`config.mk`:
```
export PLATFORM = sky130hd
export DESIGN_NAME = adsr_envelope_generator_core
export DESIGN_NICKNAME = d
export VERILOG_FILES = /design/src/design/adsr_pkg.sv /design/src/design/adsr_step_divider.sv /design/src/design/adsr_segment_logic.sv /design/src/design/adsr_envelope_generator_core.sv
export VERILOG_INCLUDE_DIRS = /design/src /design/src/design
export SDC_FILE = /design/constraint.sdc
export NUM_CORES = 1
export LEC_CHECK = 0
export BUFFER_PORTS_ARGS = -buffer_cell sky130_fd_sc_hd__buf_2
export CAP_MARGIN = 5
export CORE_UTILIZATION = 47
export CTS_BUF_LIST = sky130_fd_sc_hd__clkbuf_4 sky130_fd_sc_hd__clkbuf_8 sky130_fd_sc_hd__clkbuf_16
export DETAILED_ROUTE_END_ITERATION = 7
export MAX_ROUTING_LAYER = met4
export REMOVE_ABC_BUFFERS = 1
export SETUP_SLACK_MARGIN = 0.2
export SYNTH_ARGS = -nofsm -noshare
export SYNTH_HDL_FRONTEND = slang
export SYNTH_HIERARCHICAL = 1
export SYNTH_SLANG_ARGS = --single-unit
export TNS_END_PERCENT = 50
```
`constraint.sdc`:
```
create_clock -name clk -period 6.1 [get_ports clk]
set_clock_uncertainty 0.1 [all_clocks]
set_input_delay 1.22 -clock clk [delete_from_list [all_inputs] [get_ports clk]]
set_output_delay 1.22 -clock clk [all_outputs]
set_load 0.01 [all_outputs]
```
`src/design/adsr_envelope_generator_core_assert.svh`:
```
// Assertion macros shared by the envelope generator RTL.
`ifndef ADSR_ENVELOPE_GENERATOR_CORE_ASSERT_SVH
`define ADSR_ENVELOPE_GENERATOR_CORE_ASSERT_SVH

// The consequent must hold in the same cycle as the antecedent.
`define ADSR_ASSERT_SAME(label, clk, rst, ante, cons, msg) \
  label: assert property (@(posedge clk) disable iff (rst) (ante) |-> (cons)) \
    else $error(msg);

// The consequent must hold in the cycle after the antecedent.
`define ADSR_ASSERT_NEXT(label, clk, rst, ante, cons, msg) \
  label: assert property (@(posedge clk) disable iff (rst) (ante) |=> (cons)) \
    else $error(msg);

`endif

```
`src/design/adsr_pkg.sv`:
```
`timescale 1ns / 1ps

package adsr_pkg;

  localparam logic [2:0] PH_OFF     = 3'd0;
  localparam logic [2:0] PH_ATTACK  = 3'd1;
  localparam logic [2:0] PH_DECAY   = 3'd2;
  localparam logic [2:0] PH_SUSTAIN = 3'd3;
  localparam logic [2:0] PH_RELEASE = 3'd4;

  localparam logic [2:0] REG_START_LEVEL   = 3'd0;
  localparam logic [2:0] REG_ATTACK_TIME   = 3'd1;
  localparam logic [2:0] REG_PEAK_LEVEL    = 3'd2;
  localparam logic [2:0] REG_DECAY_TIME    = 3'd3;
  localparam logic [2:0] REG_SUSTAIN_LEVEL = 3'd4;
  localparam logic [2:0] REG_RELEASE_TIME  = 3'd5;
  localparam logic [2:0] REG_REST_LEVEL    = 3'd6;

  localparam logic [1:0] SEL_ATTACK  = 2'd0;
  localparam logic [1:0] SEL_DECAY   = 2'd1;
  localparam logic [1:0] SEL_RELEASE = 2'd2;

  localparam logic signed [7:0] START_LEVEL_RESET   = 8'sd0;
  localparam logic signed [7:0] ATTACK_TIME_RESET   = 8'sd1;
  localparam logic signed [7:0] PEAK_LEVEL_RESET    = 8'sd127;
  localparam logic signed [7:0] DECAY_TIME_RESET    = 8'sd1;
  localparam logic signed [7:0] SUSTAIN_LEVEL_RESET = 8'sd100;
  localparam logic signed [7:0] RELEASE_TIME_RESET  = 8'sd1;
  localparam logic signed [7:0] REST_LEVEL_RESET    = 8'sd0;

  localparam logic signed [8:0] ATTACK_STEP_RESET  = 9'sd127;
  localparam logic signed [8:0] DECAY_STEP_RESET   = -9'sd27;
  localparam logic signed [8:0] RELEASE_STEP_RESET = -9'sd100;

  typedef struct packed {
    logic signed [7:0] start_level;
    logic signed [7:0] attack_time;
    logic signed [7:0] peak_level;
    logic signed [7:0] decay_time;
    logic signed [7:0] sustain_level;
    logic signed [7:0] release_time;
    logic signed [7:0] rest_level;
  } adsr_cfg_t;

  typedef struct packed {
    logic signed [8:0] attack_step;
    logic signed [8:0] decay_step;
    logic signed [8:0] release_step;
  } adsr_steps_t;

  typedef struct packed {
    logic [2:0]        phase;
    logic signed [7:0] level;
  } adsr_env_t;

endpackage

```
`src/design/adsr_step_divider.sv`:
```
`timescale 1ns / 1ps

module adsr_step_divider (
  input  logic               clk,
  input  logic               rst,
  input  logic               start,
  input  adsr_pkg::adsr_cfg_t   cfg,
  output logic               busy,
  output adsr_pkg::adsr_steps_t steps
);
  import adsr_pkg::*;

  localparam logic [1:0] DIV_IDLE = 2'd0;
  localparam logic [1:0] DIV_LOAD = 2'd1;
  localparam logic [1:0] DIV_RUN  = 2'd2;
  localparam logic [1:0] DIV_DONE = 2'd3;

  logic [1:0] state;
  logic [1:0] sel;
  logic [2:0] count;
  logic [7:0] quo;
  logic [6:0] rem;
  logic [6:0] divisor;
  logic       neg;
  logic       up;

  logic signed [7:0] op_from;
  logic signed [7:0] op_to;
  logic signed [7:0] op_ticks;
  logic signed [8:0] diff;
  logic [8:0]        mag_full;
  logic [6:0]        ticks_eff;
  logic [7:0]        trial;
  logic              fits;
  logic [7:0]        trial_sub;
  logic [8:0]        q_mag;
  logic signed [8:0] q_signed;
  logic signed [8:0] result;

  always_comb begin
    case (sel)
      SEL_ATTACK: begin
        op_from  = cfg.start_level;
        op_to    = cfg.peak_level;
        op_ticks = cfg.attack_time;
      end
      SEL_DECAY: begin
        op_from  = cfg.peak_level;
        op_to    = cfg.sustain_level;
        op_ticks = cfg.decay_time;
      end
      default: begin
        op_from  = cfg.sustain_level;
        op_to    = cfg.rest_level;
        op_ticks = cfg.release_time;
      end
    endcase
  end

  assign diff      = {op_to[7], op_to} - {op_from[7], op_from};
  assign mag_full  = diff[8] ? (~diff + 9'd1) : diff;
  assign ticks_eff = (op_ticks[7] || op_ticks == 8'sd0) ? 7'd1 : op_ticks[6:0];

  assign trial     = {rem, quo[7]};
  assign fits      = trial >= {1'b0, divisor};
  assign trial_sub = trial - {1'b0, divisor};

  assign q_mag    = {1'b0, quo};
  assign q_signed = neg ? -q_mag : q_mag;
  assign result   = (quo == 8'd0) ? (up ? 9'sd1 : -9'sd1) : q_signed;

  assign busy = state != DIV_IDLE;

  always_ff @(posedge clk) begin
    if (rst) begin
      state              <= DIV_IDLE;
      sel                <= SEL_ATTACK;
      count              <= 3'd0;
      steps.attack_step  <= ATTACK_STEP_RESET;
      steps.decay_step   <= DECAY_STEP_RESET;
      steps.release_step <= RELEASE_STEP_RESET;
    end else if (start) begin
      state <= DIV_LOAD;
      sel   <= SEL_ATTACK;
    end else begin
      case (state)
        DIV_LOAD: begin
          quo     <= mag_full[7:0];
          rem     <= 7'd0;
          divisor <= ticks_eff;
          neg     <= diff[8];
          up      <= !diff[8] && (diff != 9'sd0);
          count   <= 3'd0;
          state   <= DIV_RUN;
        end
        DIV_RUN: begin
          rem   <= fits ? trial_sub[6:0] : trial[6:0];
          quo   <= {quo[6:0], fits};
          count <= count + 3'd1;
          if (count == 3'd7) begin
            state <= DIV_DONE;
          end
        end
        DIV_DONE: begin
          case (sel)
            SEL_ATTACK: steps.attack_step <= result;
            SEL_DECAY:  steps.decay_step  <= result;
            default:    steps.release_step <= result;
          endcase
          if (sel == SEL_RELEASE) begin
            state <= DIV_IDLE;
          end else begin
            sel   <= sel + 2'd1;
            state <= DIV_LOAD;
          end
        end
        default: begin
          state <= DIV_IDLE;
        end
      endcase
    end
  end

endmodule

```
`src/design/adsr_segment_logic.sv`:
```
`timescale 1ns / 1ps

module adsr_segment_logic (
  input  adsr_pkg::adsr_cfg_t   cfg,
  input  adsr_pkg::adsr_steps_t steps,
  input  adsr_pkg::adsr_env_t   cur,
  input  logic [7:0]            prev_gate,
  input  logic [7:0]            gate,
  output adsr_pkg::adsr_env_t   nxt
);
  import adsr_pkg::*;

  logic              trigger;
  logic [2:0]        phase_mid;
  logic signed [7:0] level_mid;
  logic signed [7:0] target;
  logic signed [8:0] step;
  logic [2:0]        phase_done;
  logic              moving;
  logic signed [9:0] level_wide;
  logic signed [9:0] step_wide;
  logic signed [9:0] limit;
  logic signed [9:0] sum;
  logic              snap;

  assign trigger = (gate != 8'd0) &&
                   (cur.phase == PH_OFF || cur.phase == PH_RELEASE || gate != prev_gate);

  always_comb begin
    if (trigger) begin
      phase_mid = PH_ATTACK;
      level_mid = cfg.start_level;
    end else if (gate == 8'd0) begin
      phase_mid = PH_RELEASE;
      level_mid = cur.level;
    end else begin
      phase_mid = cur.phase;
      level_mid = cur.level;
    end
  end

  always_comb begin
    moving = 1'b1;
    case (phase_mid)
      PH_ATTACK: begin
        target     = cfg.peak_level;
        step       = steps.attack_step;
        phase_done = PH_DECAY;
      end
      PH_DECAY: begin
        target     = cfg.sustain_level;
        step       = steps.decay_step;
        phase_done = PH_SUSTAIN;
      end
      PH_RELEASE: begin
        target     = cfg.rest_level;
        step       = steps.release_step;
        phase_done = PH_OFF;
      end
      default: begin
        moving     = 1'b0;
        target     = cfg.rest_level;
        step       = steps.release_step;
        phase_done = phase_mid;
      end
    endcase
  end

  assign level_wide = {{2{level_mid[7]}}, level_mid};
  assign step_wide  = {step[8], step};
  assign limit      = {{2{target[7]}}, target} - step_wide;
  assign sum        = level_wide + step_wide;
  assign snap       = step[8] ? (level_wide <= limit) : (level_wide >= limit);

  always_comb begin
    if (!moving) begin
      nxt.phase = phase_mid;
      nxt.level = level_mid;
    end else if (snap) begin
      nxt.phase = phase_done;
      nxt.level = target;
    end else begin
      nxt.phase = phase_mid;
      nxt.level = sum[7:0];
    end
  end

endmodule

```
`src/design/adsr_envelope_generator_core.sv`:
```
`timescale 1ns / 1ps
// A tick is registered on acceptance and its result is registered once out_stall allows.
// Throughput: one tick per cycle while neither out_stall, a register write nor a step update holds the input.
// A register write recomputes the three steps in a shared bit-serial divider,
// and in_stall is held high while it runs.
// Reset (rst, synchronous, active high) restores register defaults, the envelope to off.
module adsr_envelope_generator_core (
  input  logic              clk,
  input  logic              rst,
  input  logic              in_valid,
  output logic              in_stall,
  input  logic [7:0]        gate_value,
  output logic              out_valid,
  input  logic              out_stall,
  output logic signed [7:0] level,
  output logic [2:0]        phase,
  input  logic              cfg_write_en,
  input  logic [2:0]        cfg_index,
  input  logic [7:0]        cfg_data
);
  import adsr_pkg::*;

  `include "adsr_envelope_generator_core_assert.svh"

  adsr_cfg_t   cfg;
  adsr_steps_t steps;
  adsr_env_t   env;
  adsr_env_t   env_next;
  logic [7:0]  prev_gate;
  logic        in_reg_valid;
  logic [7:0]  in_gate;
  logic        div_busy;
  logic        cfg_start;
  logic        process;
  logic        steps_nonzero;

  assign cfg_start = cfg_write_en && (cfg_index <= REG_REST_LEVEL);
  assign process   = in_reg_valid && (!out_valid || !out_stall);
  assign in_stall  = div_busy || cfg_write_en || (in_reg_valid && !process);

  always_ff @(posedge clk) begin
    if (rst) begin
      cfg.start_level   <= START_LEVEL_RESET;
      cfg.attack_time   <= ATTACK_TIME_RESET;
      cfg.peak_level    <= PEAK_LEVEL_RESET;
      cfg.decay_time    <= DECAY_TIME_RESET;
      cfg.sustain_level <= SUSTAIN_LEVEL_RESET;
      cfg.release_time  <= RELEASE_TIME_RESET;
      cfg.rest_level    <= REST_LEVEL_RESET;
    end else if (cfg_write_en) begin
      case (cfg_index)
        REG_START_LEVEL:   cfg.start_level   <= cfg_data;
        REG_ATTACK_TIME:   cfg.attack_time   <= cfg_data;
        REG_PEAK_LEVEL:    cfg.peak_level    <= cfg_data;
        REG_DECAY_TIME:    cfg.decay_time    <= cfg_data;
        REG_SUSTAIN_LEVEL: cfg.sustain_level <= cfg_data;
        REG_RELEASE_TIME:  cfg.release_time  <= cfg_data;
        REG_REST_LEVEL:    cfg.rest_level    <= cfg_data;
        default: begin
        end
      endcase
    end
  end

  adsr_step_divider u_divider (
    .clk   (clk),
    .rst   (rst),
    .start (cfg_start),
    .cfg   (cfg),
    .busy  (div_busy),
    .steps (steps)
  );

  adsr_segment_logic u_segment (
    .cfg       (cfg),
    .steps     (steps),
    .cur       (env),
    .prev_gate (prev_gate),
    .gate      (in_gate),
    .nxt       (env_next)
  );

  always_ff @(posedge clk) begin
    if (rst) begin
      in_reg_valid <= 1'b0;
    end else if (in_valid && !in_stall) begin
      in_reg_valid <= 1'b1;
    end else if (process) begin
      in_reg_valid <= 1'b0;
    end
  end

  always_ff @(posedge clk) begin
    if (in_valid && !in_stall) begin
      in_gate <= gate_value;
    end
  end

  always_ff @(posedge clk) begin
    if (rst) begin
      env.phase <= PH_OFF;
      env.level <= REST_LEVEL_RESET;
      prev_gate <= 8'd0;
    end else if (process) begin
      env       <= env_next;
      prev_gate <= in_gate;
    end
  end

  always_ff @(posedge clk) begin
    if (rst) begin
      out_valid <= 1'b0;
    end else if (process) begin
      out_valid <= 1'b1;
    end else if (!out_stall) begin
      out_valid <= 1'b0;
    end
  end

  always_ff @(posedge clk) begin
    if (process) begin
      level <= env_next.level;
      phase <= env_next.phase;
    end
  end

  assign steps_nonzero = (steps.attack_step != 9'sd0) && (steps.decay_step != 9'sd0) &&
                         (steps.release_step != 9'sd0);

  `ADSR_ASSERT_SAME(a_busy_stalls_input, clk, rst, div_busy, in_stall, "input taken while busy")
  `ADSR_ASSERT_NEXT(a_write_starts_update, clk, rst, cfg_start, div_busy, "no step update")
  `ADSR_ASSERT_NEXT(a_process_gives_result, clk, rst, process, out_valid, "no result for tick")
  `ADSR_ASSERT_SAME(a_steps_nonzero, clk, rst, 1'b1, steps_nonzero, "zero envelope step")

endmodule
```
==> summary.txt <==
Status
  • Status: finished clean

STA
  • RSZ-0062 raised after global routing: false
  • Worst Setup Slack, final: about 0.44 ns
  • Setup_tns: 0 ns
  • Headroom to the max-slew limit: 37.0%
  • WHS: 0.358 ns
  • Final setup fails: 0
  • Slew Limit Fails: 0
  • Worst Max-Slew Pin Slew: 0.943 ns
  • Fin crit period: 5.66 ns
  • Final hold viol count: 0
  • Period utilization: about 93%
  • Highest clock rate: about 180 MHz

Global route
  • Largest net degree at the start of global routing: slightly below 90
  • GRT Total Usage: between 20% and 30%
  • Vias in the first global route: roughly 6,700
  • Grt ovf: 0
  • Initial antenna violation count: 0
  • First-pass GRT wire length: about 35,000 um

Synth
  • Syn avg cell area: 9.31 sq um
  • Synth Cell Area: 9220 sq um
  • Total of warnings raised by yosys: 6
  • Async SR Flop Fraction: 0%
  • Count of different cell masters after synthesis: between 70 and 80
  • Mapped Cells: ~1,000
  • Main synth FF type: dfxtp_1
  • Number of synthesized register bits: 154
  • Sequential-to-total area share from yosys stat: a little under two fifths
  • EDFF count, synth: 43

Setup path
  • Max FO, Critical Path: 5
  • Crit Path Class: flop to flop
  • Crit start category: flop
  • Critical-path cell with the highest stage delay: o41a_1
  • Crit path DAT: just under 6 ns
  • Worst setup EP type: flop
  • Critical path required time: 6.35 ns
  • Crit path largest cell delay: 0.48 ns

Detailed routing
  • Final WL: between 20,000 and 25,000 um
  • Vias per cell: about 5.5
  • 1st-pass router iterations: 7
  • DRT iter0 DRCs: between 500 and 600
  • Antenna Violating Nets Remaining: 0
  • Post-route DRC: 0
  • Routed len/inst: 16.9 um
  • DR vias: roughly 7,100

Layout
  • Diode count: 0
  • Nets: 1,109
  • Commonest non-fill, non-tap cells in the layout: 111 x dfxtp_1, 98 x nand2b_1, 90 x mux2i_1, 81 x nor2_1, 78 x nand2_1
  • Fin util: 55.4%
  • Fraction of layout cells with a size suffix above 1: between 10% and 20%
  • Most common cell after layout, fill and taps aside: dfxtp_1
  • Layout Area Growth over Synthesis: 13.9%

Job
  • Total of max-cap violations: 0

Placement
  • Place WS: approximately 0.24 ns
  • Final GP Congestion: just over 0.9
  • HPWL Detailed: approximately 16,000 um
  • Port bufs: 36

Clock tree
  • Clock Sinks: between 150 and 200
  • Clock buffer depth: 2
  • Clk Latency, worst-skew pair: about 0.43 ns
  • CTS tree: built
  • Clock transition at path regs: about 0.070 ns
  • Num CTS Buffers: 17
  • H-tree depth: 4
  • Root buffer cell: clkbuf_16
  • # hold bufs at CTS: 0

Power and ir drop
  • Power per Cell Area: around 250 nW/um^2
  • Leakage power: 4.36 nW
  • Max VDD drop: ~0.22 mV

Floorplanning
  • Die height: ~140 um
  • Die area: 20,200 sq um
  • Initial core utilization: about half
  • Row cnt: 50
  • IO Count: 37
  • Core area: approximately 19,000 sq um
  • Die Wd: around 140 um

Worst hold path
  • Hold Crit Class: flop to flop
synthesized netlist by cell type, types with 3 or more instances:
cell	n	area share (%)
nor3b_1	3	0.24
a22o_1	18	1.7
nand2_1	80	3.3
xnor2_1	23	2.2
nand3_1	24	1.3
a311oi_1	3	0.29
a21o_1	4	0.33
buf_6	5	0.61
nor4_1	3	0.20
edfxtp_1	43	14
nor2b_1	13	0.88
inv_1	42	1.7
a31oi_1	4	0.27
ha_1	52	7.1
xor2_1	11	1.0
o21ai_0	23	1.2
nand2b_1	98	6.7
o31ai_1	6	0.49
or3_1	3	0.20
nor2_1	84	3.4
nand3b_1	3	0.24
mux2i_1	93	10
a211o_1	16	1.5
a21oi_1	61	3.3
o21ai_1	3	0.16
fa_1	4	0.87
a22oi_1	23	1.9
and3_1	3	0.20
o21a_1	8	0.65
a21boi_0	3	0.24
buf_2	14	0.76
mux2_2	9	1.1
nor3_1	13	0.71
a211oi_1	5	0.41
dfxtp_1	111	24
clkbuf_1	26	1.1
metal layers:
layer | up-vias | part of all wire [%] | GRT usage [%]
met5 | - | 0 | -
met4 | 0 | 0.81 | 5.09
met3 | 14 | 3.0 | 3.60
met2 | 108 | 45 | 35.5
met1 | 3437 | 52 | 32.7
li1 | 3589 | - | -
through the flow:
stage | cells | instance area [sq um] | power, mW
floorplan | 941 | 8970 | 1.39
global placement | 1257 | 9650 | 1.49
detailed placement | 1257 | 9650 | 1.49
CTS | 1293 | 10300 | 2.63
global route | 1302 | 10500 | 2.77
finish | 1302 | 10500 | 2.66
worst paths after layout:
check / startpoint / end / slack, ns / depth (start not counted)
max: in_gate[7]$_DFFE_PP_ / env[0]$_SDFFE_PP0P_ / 0.44 / 27
min: u_divider/count[2]$_SDFFE_PP0P_ / u_divider/count[2]$_SDFFE_PP0P_ / 0.36 / 2
max reg2reg: in_gate[7]$_DFFE_PP_ / env[0]$_SDFFE_PP0P_ / 0.44 / 27
min reg2reg: u_divider/count[2]$_SDFFE_PP0P_ / u_divider/count[2]$_SDFFE_PP0P_ / 0.36 / 2
logic make-up after synthesis:
| family | after synthesis | synth area share, % |
|---|---|---|
| AND/OR/NAND/NOR | 350 | 20.1 |
| AO/OA/AOI/OAI | 200 | 14.8 |
| flip-flops | 154 | 38.1 |
| multiplexers | 103 | 11.4 |
| buffers and inverters | 93 | 4.48 |
| adder cells (fa/ha/maj) | 56 | 7.93 |
| XOR/XNOR | 34 | 3.23 |
flip-flops by register name (all words and copies together) (netlist names), 8 cells and up:
name             count
cfg                 56
u_divider/steps     27
env                 11
in_gate              8
level                8
prev_gate            8
u_divider/quo        8
worst max-delay path: cells and delay by family (launching register included):
kind	cells	cell delay, ns
flip-flops	1	0.46
XOR/XNOR	2	0.36
AO/OA/AOI/OAI	10	1.99
multiplexers	3	0.61
adder cells (fa/ha/maj)	3	0.80
AND/OR/NAND/NOR	8	1.20
buffers and inverters	1	0.05
power by group:
group          internal (mW)  switching (mW)  total (mW)
Sequential              1.09          0.0212        1.11
Clock                  0.667           0.454        1.12
Combinational          0.205           0.228       0.433
cell type report:
cell class                 count  area [sq um]
clock buffer                  21           490
clock inverter                11           128
fill                        1712          8450
inverter                      44           165
multi-input combinational    744          5430
sequential                   154          3510
tap                          260           325
timing repair buffer          68           445
what timing repair did:
item                                   4_1_cts  5_1_grt
buffers inserted                             4        8
setup endpoints to repair                    1       22
gates resized for setup                      0       39
endpoints found under the hold margin        0        0
gates cloned                                 0        1
pin swaps                                    1       27
(Power assumes the default switching activity.)
